$ cat src/tbh_pkg.sv
// Shared types and constants for the take-back-half velocity controller.
package tbh_pkg;

   localparam int DriveW = 25;
   localparam int RpmW   = 16;
   localparam int NumW   = 47;
   localparam int DenW   = 48;
   localparam int QuoW   = 15;
   localparam int ProdW  = 33;

   localparam logic [DriveW-1:0] DRIVE_ONE  = 25'd16777216;
   localparam logic [31:0]       DRIVE_HALF = 32'd8388608;
   localparam logic [15:0]       RPM_SCALE  = 16'd60000;
   localparam logic [RpmW-1:0]   RPM_LIMIT  = 16'sd32767;

   localparam logic [1:0] REG_GAIN  = 2'd0;
   localparam logic [1:0] REG_TICKS = 2'd1;
   localparam logic [1:0] REG_POWER = 2'd2;

   localparam logic [15:0] GAIN_RESET  = 16'd4194;
   localparam logic [15:0] TICKS_RESET = 16'd360;
   localparam logic [6:0]  POWER_RESET = 7'd127;

   typedef struct packed {
      logic load;
      logic target;
      logic measure;
      logic saturate;
      logic div_init;
      logic div_step;
      logic err_mul;
      logic drive;
      logic motor;
      logic out_load;
   } cmd_type;

   typedef struct packed {
      logic is_target;
      logic skip;
      logic sat;
      logic div_last;
      logic out_free;
   } status_type;

endpackage

$ cat src/take_back_half_velocity_controller_core.sv
// A set-target transaction skips the measurement; a sample transaction runs the 15-step
// restoring divider unless the time or tick count is zero or the result saturates.
// Throughput: one transaction at a time; a new transaction is taken while a finished result waits.
// Reset: synchronous; clears the state machine and persistent controller state and loads
// register defaults; the datapath's working registers are not reset.
module take_back_half_velocity_controller_core (
   input  logic         clock,
   input  logic         reset,
   input  logic         csr_we,
   input  logic [1:0]   csr_index,
   input  logic [15:0]  csr_data,
   input  logic         req_tvalid,
   output logic         req_tready,
   input  logic         req_tuser,   // action
   input  logic [103:0] req_tdata,   // encoder_count, time_ms, target_rpm, drive estimate
   output logic         rsp_tvalid,
   input  logic         rsp_tready,
   output logic [23:0]  rsp_tdata    // motor_command, measured_rpm, zero_crossed
);
   import tbh_pkg::*;

   cmd_type    cmd;
   status_type status;

   tbh_ctrl u_ctrl (
      .clock      (clock),
      .reset      (reset),
      .req_tvalid (req_tvalid),
      .req_tready (req_tready),
      .status     (status),
      .cmd        (cmd)
   );

   tbh_datapath u_datapath (
      .clock      (clock),
      .reset      (reset),
      .csr_we     (csr_we),
      .csr_index  (csr_index),
      .csr_data   (csr_data),
      .req_tuser  (req_tuser),
      .req_tdata  (req_tdata),
      .rsp_tvalid (rsp_tvalid),
      .rsp_tready (rsp_tready),
      .rsp_tdata  (rsp_tdata),
      .cmd        (cmd),
      .status     (status)
   );

endmodule

$ cat src/tbh_ctrl.sv
// Sequencing state machine for the take-back-half controller.
module tbh_ctrl (
   input  logic                clock,
   input  logic                reset,
   input  logic                req_tvalid,
   output logic                req_tready,
   input  tbh_pkg::status_type status,
   output tbh_pkg::cmd_type    cmd
);
   import tbh_pkg::*;

   localparam logic [2:0] S_IDLE = 3'd0;
   localparam logic [2:0] S_TGT  = 3'd1;
   localparam logic [2:0] S_MUL  = 3'd2;
   localparam logic [2:0] S_CHK  = 3'd3;
   localparam logic [2:0] S_DIV  = 3'd4;
   localparam logic [2:0] S_ERR  = 3'd5;
   localparam logic [2:0] S_DRV  = 3'd6;
   localparam logic [2:0] S_OUT  = 3'd7;

   logic [2:0] state_ff, state_in;
   logic       mot_ff, mot_in;

   assign req_tready = (state_ff == S_IDLE);

   always_comb begin
      state_in = state_ff;
      mot_in   = 1'b0;
      cmd      = '0;
      case (state_ff)
         S_IDLE: begin
            if (req_tvalid) begin
               cmd.load = 1'b1;
               state_in = S_TGT;
            end
         end
         S_TGT: begin
            if (status.is_target) begin
               cmd.target = 1'b1;
               mot_in     = 1'b1;
               state_in   = S_OUT;
            end else begin
               state_in = S_MUL;
            end
         end
         S_MUL: begin
            cmd.measure = 1'b1;
            state_in    = S_CHK;
         end
         S_CHK: begin
            if (status.skip) begin
               state_in = S_ERR;
            end else if (status.sat) begin
               cmd.saturate = 1'b1;
               state_in     = S_ERR;
            end else begin
               cmd.div_init = 1'b1;
               state_in     = S_DIV;
            end
         end
         S_DIV: begin
            cmd.div_step = 1'b1;
            if (status.div_last) begin
               state_in = S_ERR;
            end
         end
         S_ERR: begin
            cmd.err_mul = 1'b1;
            state_in    = S_DRV;
         end
         S_DRV: begin
            cmd.drive = 1'b1;
            mot_in    = 1'b1;
            state_in  = S_OUT;
         end
         S_OUT: begin
            if (mot_ff) begin
               cmd.motor = 1'b1;
            end else if (status.out_free) begin
               cmd.out_load = 1'b1;
               state_in     = S_IDLE;
            end
         end
         default: state_in = S_IDLE;
      endcase
   end

   always_ff @(posedge clock) begin
      if (reset) begin
         state_ff <= S_IDLE;
         mot_ff   <= 1'b0;
      end else begin
         state_ff <= state_in;
         mot_ff   <= mot_in;
      end
   end

endmodule

$ cat src/tbh_datapath.sv
// Datapath: speed measurement, divider, drive update and motor scaling.
module tbh_datapath (
   input  logic                clock,
   input  logic                reset,
   input  logic                csr_we,
   input  logic [1:0]          csr_index,
   input  logic [15:0]         csr_data,
   input  logic                req_tuser,
   input  logic [103:0]        req_tdata,
   output logic                rsp_tvalid,
   input  logic                rsp_tready,
   output logic [23:0]         rsp_tdata,
   input  tbh_pkg::cmd_type    cmd,
   output tbh_pkg::status_type status
);
   import tbh_pkg::*;

   logic [15:0] gain_ff, gain_in;
   logic [15:0] ticks_ff, ticks_in;
   logic [6:0]  power_ff, power_in;

   logic              act_ff, act_in;
   logic [31:0]       enc_ff, enc_in;
   logic [31:0]       tms_ff, tms_in;
   logic [14:0]       tgt_req_ff, tgt_req_in;
   logic [DriveW-1:0] pd_ff, pd_in;

   logic [31:0]       prev_enc_ff, prev_enc_in;
   logic [31:0]       prev_tms_ff, prev_tms_in;
   logic [RpmW-1:0]   vel_ff, vel_in;
   logic [14:0]       tgt_ff, tgt_in;
   logic [1:0]        sign_ff, sign_in;
   logic [DriveW-1:0] drive_ff, drive_in;
   logic [DriveW-1:0] held_ff, held_in;
   logic [DriveW-1:0] olp_ff, olp_in;
   logic              pend_ff, pend_in;

   logic              neg_ff, neg_in;
   logic              skip_ff, skip_in;
   logic [NumW-1:0]   rem_ff, rem_in;
   logic [62:0]       dsh_ff, dsh_in;
   logic [DenW-1:0]   den_ff, den_in;
   logic [QuoW-1:0]   quo_ff, quo_in;
   logic [3:0]        cnt_ff, cnt_in;
   logic [ProdW-1:0]  prod_ff, prod_in;
   logic [16:0]       err_ff, err_in;
   logic              crossed_ff, crossed_in;
   logic [31:0]       mprod_ff, mprod_in;

   logic              rv_ff, rv_in;
   logic [23:0]       rd_ff, rd_in;

   logic [31:0]       denc, dms, mag;
   logic [16:0]       err_c;
   logic [1:0]        sgn_c;
   logic [34:0]       dsum;
   logic [DriveW-1:0] dclip;
   logic [DriveW:0]   mean;
   logic [62:0]       rem_ext;
   logic [QuoW-1:0]   quo_nx;
   logic [31:0]       mround;

   assign status.is_target = act_ff;
   assign status.skip      = skip_ff;
   assign status.sat       = {16'd0, rem_ff} >= {den_ff, 15'd0};
   assign status.div_last  = (cnt_ff == 4'd0);
   assign status.out_free  = !rv_ff || rsp_tready;

   assign rsp_tvalid = rv_ff;
   assign rsp_tdata  = rd_ff;

   always_comb begin
      denc    = req_tdata[31:0];
      dms     = 32'd0;
      mag     = 32'd0;
      err_c   = 17'd0;
      sgn_c   = 2'd0;
      dsum    = 35'd0;
      dclip   = '0;
      mean    = '0;
      rem_ext = 63'd0;
      quo_nx  = quo_ff;
      mround  = 32'd0;

      gain_in  = gain_ff;
      ticks_in = ticks_ff;
      power_in = power_ff;
      if (csr_we) begin
         case (csr_index)
            REG_GAIN:  gain_in  = csr_data;
            REG_TICKS: ticks_in = csr_data;
            REG_POWER: power_in = csr_data[6:0];
            default: ;
         endcase
      end

      act_in     = act_ff;
      enc_in     = enc_ff;
      tms_in     = tms_ff;
      tgt_req_in = tgt_req_ff;
      pd_in      = pd_ff;
      prev_enc_in = prev_enc_ff;
      prev_tms_in = prev_tms_ff;
      vel_in   = vel_ff;
      tgt_in   = tgt_ff;
      sign_in  = sign_ff;
      drive_in = drive_ff;
      held_in  = held_ff;
      olp_in   = olp_ff;
      pend_in  = pend_ff;
      neg_in   = neg_ff;
      skip_in  = skip_ff;
      rem_in   = rem_ff;
      dsh_in   = dsh_ff;
      den_in   = den_ff;
      quo_in   = quo_ff;
      cnt_in   = cnt_ff;
      prod_in  = prod_ff;
      err_in   = err_ff;
      crossed_in = crossed_ff;
      mprod_in = mprod_ff;
      rv_in    = rv_ff;
      rd_in    = rd_ff;

      if (cmd.load) begin
         act_in     = req_tuser;
         enc_in     = req_tdata[31:0];
         tms_in     = req_tdata[63:32];
         tgt_req_in = req_tdata[78:64];
         pd_in      = req_tdata[103:79];
         crossed_in = 1'b0;
      end

      if (cmd.target) begin
         tgt_in  = tgt_req_ff;
         err_c   = {2'b00, tgt_req_ff} - {vel_ff[15], vel_ff};
         sign_in = (err_c == 17'd0) ? 2'b00 : (err_c[16] ? 2'b11 : 2'b01);
         olp_in  = (pd_ff > DRIVE_ONE) ? DRIVE_ONE : pd_ff;
         pend_in = 1'b1;
         held_in = '0;
      end

      if (cmd.measure) begin
         denc        = enc_ff - prev_enc_ff;
         dms         = tms_ff - prev_tms_ff;
         mag         = denc[31] ? (~denc + 32'd1) : denc;
         neg_in      = denc[31];
         rem_in      = NumW'({15'd0, mag} * {31'd0, RPM_SCALE});
         den_in      = DenW'({16'd0, dms} * {32'd0, ticks_ff});
         skip_in     = (dms == 32'd0) || (ticks_ff == 16'd0);
         prev_enc_in = enc_ff;
         prev_tms_in = tms_ff;
      end

      if (cmd.saturate) begin
         vel_in = neg_ff ? -RPM_LIMIT : RPM_LIMIT;
      end

      if (cmd.div_init) begin
         dsh_in = {den_ff, 15'd0} >> 1;
         quo_in = '0;
         cnt_in = 4'd14;
      end

      if (cmd.div_step) begin
         rem_ext = {16'd0, rem_ff};
         quo_nx  = {quo_ff[QuoW-2:0], 1'b0};
         if (rem_ext >= dsh_ff) begin
            rem_in    = NumW'(rem_ext - dsh_ff);
            quo_nx[0] = 1'b1;
         end
         quo_in = quo_nx;
         dsh_in = dsh_ff >> 1;
         cnt_in = cnt_ff - 4'd1;
         if (cnt_ff == 4'd0) begin
            vel_in = neg_ff ? -{1'b0, quo_nx} : {1'b0, quo_nx};
         end
      end

      if (cmd.err_mul) begin
         err_c   = {2'b00, tgt_ff} - {vel_ff[15], vel_ff};
         err_in  = err_c;
         prod_in = ProdW'($signed(err_c) * $signed({1'b0, gain_ff}));
      end

      if (cmd.drive) begin
         dsum  = {10'd0, drive_ff} + {{2{prod_ff[ProdW-1]}}, prod_ff};
         if (dsum[34]) begin
            dclip = '0;
         end else if (dsum > {10'd0, DRIVE_ONE}) begin
            dclip = DRIVE_ONE;
         end else begin
            dclip = dsum[DriveW-1:0];
         end
         sgn_c = (err_ff == 17'd0) ? 2'b00 : (err_ff[16] ? 2'b11 : 2'b01);
         if (sgn_c != sign_ff) begin
            if (pend_ff) begin
               dclip   = olp_ff;
               pend_in = 1'b0;
            end else begin
               mean  = {1'b0, dclip} + {1'b0, held_ff};
               dclip = mean[DriveW:1];
            end
            held_in    = dclip;
            crossed_in = 1'b1;
         end
         drive_in = dclip;
         sign_in  = sgn_c;
      end

      if (cmd.motor) begin
         mprod_in = {7'd0, drive_ff} * {25'd0, power_ff};
      end

      if (cmd.out_load) begin
         mround = mprod_ff + DRIVE_HALF;
         rv_in  = 1'b1;
         rd_in  = {crossed_ff, vel_ff, mround[30:24]};
      end else if (rv_ff && rsp_tready) begin
         rv_in = 1'b0;
      end
   end

   always_ff @(posedge clock) begin
      if (reset) begin
         gain_ff     <= GAIN_RESET;
         ticks_ff    <= TICKS_RESET;
         power_ff    <= POWER_RESET;
         prev_enc_ff <= '0;
         prev_tms_ff <= '0;
         vel_ff      <= '0;
         tgt_ff      <= '0;
         sign_ff     <= '0;
         drive_ff    <= '0;
         held_ff     <= '0;
         olp_ff      <= '0;
         pend_ff     <= 1'b0;
         rv_ff       <= 1'b0;
      end else begin
         gain_ff     <= gain_in;
         ticks_ff    <= ticks_in;
         power_ff    <= power_in;
         prev_enc_ff <= prev_enc_in;
         prev_tms_ff <= prev_tms_in;
         vel_ff      <= vel_in;
         tgt_ff      <= tgt_in;
         sign_ff     <= sign_in;
         drive_ff    <= drive_in;
         held_ff     <= held_in;
         olp_ff      <= olp_in;
         pend_ff     <= pend_in;
         rv_ff       <= rv_in;
      end
   end

   always_ff @(posedge clock) begin
      act_ff     <= act_in;
      enc_ff     <= enc_in;
      tms_ff     <= tms_in;
      tgt_req_ff <= tgt_req_in;
      pd_ff      <= pd_in;
      neg_ff     <= neg_in;
      skip_ff    <= skip_in;
      rem_ff     <= rem_in;
      dsh_ff     <= dsh_in;
      den_ff     <= den_in;
      quo_ff     <= quo_in;
      cnt_ff     <= cnt_in;
      prod_ff    <= prod_in;
      err_ff     <= err_in;
      crossed_ff <= crossed_in;
      mprod_ff   <= mprod_in;
      rd_ff      <= rd_in;
   end

endmodule

$ cat config.mk
export PLATFORM = sky130hd
export DESIGN_NAME = take_back_half_velocity_controller_core
export DESIGN_NICKNAME = d
export VERILOG_FILES = /design/src/tbh_pkg.sv /design/src/take_back_half_velocity_controller_core.sv /design/src/tbh_ctrl.sv /design/src/tbh_datapath.sv
export SDC_FILE = /design/constraint.sdc
export NUM_CORES = 2
export LEC_CHECK = 0
export BUFFER_PORTS_ARGS = -buffer_cell sky130_fd_sc_hd__buf_2
export CORE_AREA = 2 2 420 422
export CTS_CLUSTER_SIZE = 8
export DETAILED_ROUTE_END_ITERATION = 10
export DIE_AREA = 0 0 422 424
export SLEW_MARGIN = 20
export SYNTH_ARGS = -nofsm -noshare
export SYNTH_HDL_FRONTEND = slang
export SYNTH_HIERARCHICAL = 1
export SYNTH_SLANG_ARGS = --single-unit
export TNS_END_PERCENT = 20
$ cat constraint.sdc
create_clock -name clock -period 8.2 [get_ports clock]
set_input_delay 2.05 -clock clock [delete_from_list [all_inputs] [get_ports clock]]
set_output_delay 2.05 -clock clock [all_outputs]
set_load 0.01 [all_outputs]
==> results.cfg <==
[clock_network]
clk_path_buf_depth = 3
cts_tree = yes
path_clk_slew_ns = 0.06
worstSkewPairLatency_ns = 0.71
numCtsBuffers = 88
htree_levels = 3
hold_buffers = 0
root_buffer = clkbuf_16
clock_sinks = 582

[detailed_routing]
vias = 55400
first_pass_iters = 5
drtIter0Drc = 3680
finalWirelength_um = 201000
drc = 0
via_per_inst = 5.17
routedWlPerCell_um = 18.7
final_antenna_net_count = 0

[sta]
slew_violations = 0
fin_ws_ns = -0.376
fin_crit_ns = 8.58
fmax_mhz = 117
setup_viol = 22
period_share_pct = 105
rsz0062_at_grt = true
skew_ns = 0.0316
tightest_slew_ns = 1.13
slew-limit-headroom_pct = 24.9
hold_viol_final = 0

[global_routing]
grt_overflow = 0
grt_max_degree = 114
grt_pass1_vias = 58100
grt_usage_pct = 22.3
busiest_layer = met2
met1_usage_pct = 30.2
grt_util_met2_pct = 37.1
use_met3_pct = 2.43
grt_pass1_wl_um = 318000
antenna_found_initial = 4

[floorplanning]
start_util_pct = 39.6
die_h_um = 424
num_io_pins = 154
die_x_um = 422
core_um2 = 175000
fp.dieArea_um2 = 179000
rows = 154

[synth]
syn_inst = 7531
async_flop_share_pct = 0
syn_area_um2 = 69300
yosys-top-cells-area = fa_1 27%, edfxtp_1 14%, ha_1 11%, dfxtp_1 7.7%, inv_1 6.4%
ys_seq_area_share_pct = 21.4
syn_area_per_cell_um2 = 9.20
yosys_warnings = 6
synthTopCellsByCount = 1184 x inv_1, 1031 x nand2_1, 940 x fa_1
synth.largest_area_cell = fa_1
ys.flop_type = edfxtp_1
synth_cell_type_count = 105
syn-num-nets = 9185
yosysMostFrequentCell = inv_1
synth_top_area_share_pct = 27.2
synth-edff-count = 317
ys_ff_latch = 582

[finish]
final.fill_count = 16500
seq_area_um2 = 14800
drive_above_1_share_pct = 18.5
multi_input_area_um2 = 51400
nNetsFinal = 9957
syn2layout_area_growth_pct = 20.9
fin_util_pct = 47.9

[run]
drv_cap = 0

[setup_path]
cp-end-kind = register
path_max_fanout = 5
arrival_ns = 9.01
path_class = reg2reg
worst_ep_required_time_ns = 8.63
crit_buf_inv = 11
path_delay_family = adder cells
critical-path-max-stage-delay_ns = 0.57
cpMaxStageDelayCell = fa_1
cp-start-kind = register

[worst_hold_path]
hold_class = reg2reg

[status]
outcome = finished, violations left
violations = setup timing

[placement]
dp_hpwl_um = 160000
place.gp.congestion = 0.923
portBuffers = 153
repair_timing:
action / CTS / global route
gates cloned: 0 / 0
resized for setup: 165 / 260
setup endpoints to repair: 41 / 57
pin swaps: 140 / 262
buffers inserted: 42 / 63
stage by stage:
step / hold slack [ns] / setup slack [ns] / cell area, um2 / instances / setup TNS [ns]
final: 0.437 / -0.376 / 83800 / 10700 / -4.47
after global routing: 0.472 / -0.751 / 83800 / 10700 / -14.99
after CTS: 0.441 / -0.312 / 81900 / 10700 / -5.11
after detailed placement: 0.428 / -0.719 / 78000 / 10500 / -14.03
after global placement: 0.425 / -0.675 / 78000 / 10500 / -11.23
after floorplan: 0.408 / -0.0701 / 69800 / 7531 / -0.345
final timing paths:
path,cells past startpoint,slack [ns],endpoint,from
worst min-delay path,0,0.44,u_datapath/rsp_tdata[23]$_DFFE_PP_,u_datapath/crossed_ff$_DFF_P_
worst max register to register,38,-0.38,u_datapath/den_ff[47]$_DFFE_PP_,u_datapath/tms_ff[0]$_DFFE_PP_
worst max-delay path,38,-0.38,u_datapath/den_ff[47]$_DFFE_PP_,u_datapath/tms_ff[0]$_DFFE_PP_
worst min register to register,0,0.44,u_datapath/rsp_tdata[23]$_DFFE_PP_,u_datapath/crossed_ff$_DFF_P_
cell families after synthesis:
group / Yosys count / synth area share [%]
multiplexers: 136 / 2.00
adder cells (fa/ha/maj): 1526 / 37.7
XOR/XNOR: 335 / 4.23
AO/OA/AOI/OAI: 1142 / 10.7
AND/OR/NAND/NOR: 2315 / 15.8
buffers and inverters: 1495 / 8.15
flip-flops: 582 / 21.4
sequential cells by signal, indices dropped and copies added, names as in the netlist, 7 cells and up:
name / cells
u_datapath/dsh_ff: 62
u_datapath/den_ff: 48
u_datapath/rem_ff: 47
u_datapath/prod_ff: 33
u_datapath/enc_ff: 32
u_datapath/prev_enc_ff: 32
u_datapath/prev_tms_ff: 32
u_datapath/tms_ff: 32
u_datapath/drive_ff: 25
u_datapath/held_ff: 25
u_datapath/olp_ff: 25
u_datapath/pd_ff: 25
u_datapath/rsp_tdata: 24
u_datapath/err_ff: 17
u_datapath/gain_ff: 16
u_datapath/ticks_ff: 16
u_datapath/vel_ff: 16
u_datapath/tgt_ff: 15
u_datapath/tgt_req_ff: 15
u_datapath/quo_ff: 14
u_datapath/mprod_ff: 8
u_datapath/power_ff: 7
cells in the final DEF, fill, tap and decap left out, drive strengths merged, types with 147 or more instances in the layout:
master / instances
edfxtp: 317
buf: 990
and2: 320
fa: 940
clkbuf: 147
inv: 1187
ha: 586
nand2: 1031
o21ai: 228
nor2: 370
xnor2: 228
dfxtp: 265
a21oi: 348
area by class of cell:
class	instances	share of cell area, %
multi-input cells	5454	61.4
flip-flops and latches	582	17.7
repair buffers	990	8.82
inverters	1187	5.32
well taps	2340	3.49
clock buffers	147	3.03
clock inverters	12	0.202
diodes	19	0.0567
metal layers:
| metal | vias to the layer above | routed length, um |
|---|---|---|
| li1 | 26000 | - |
| met1 | 27800 | 89500 |
| met2 | 1381 | 95500 |
| met3 | 279 | 9240 |
| met4 | 0 | 6600 |
| met5 | - | 0 |
Power is left out: the tool's default activity adds up to more than one toggle a clock period on the data nets, which glitch-free logic cannot reach.
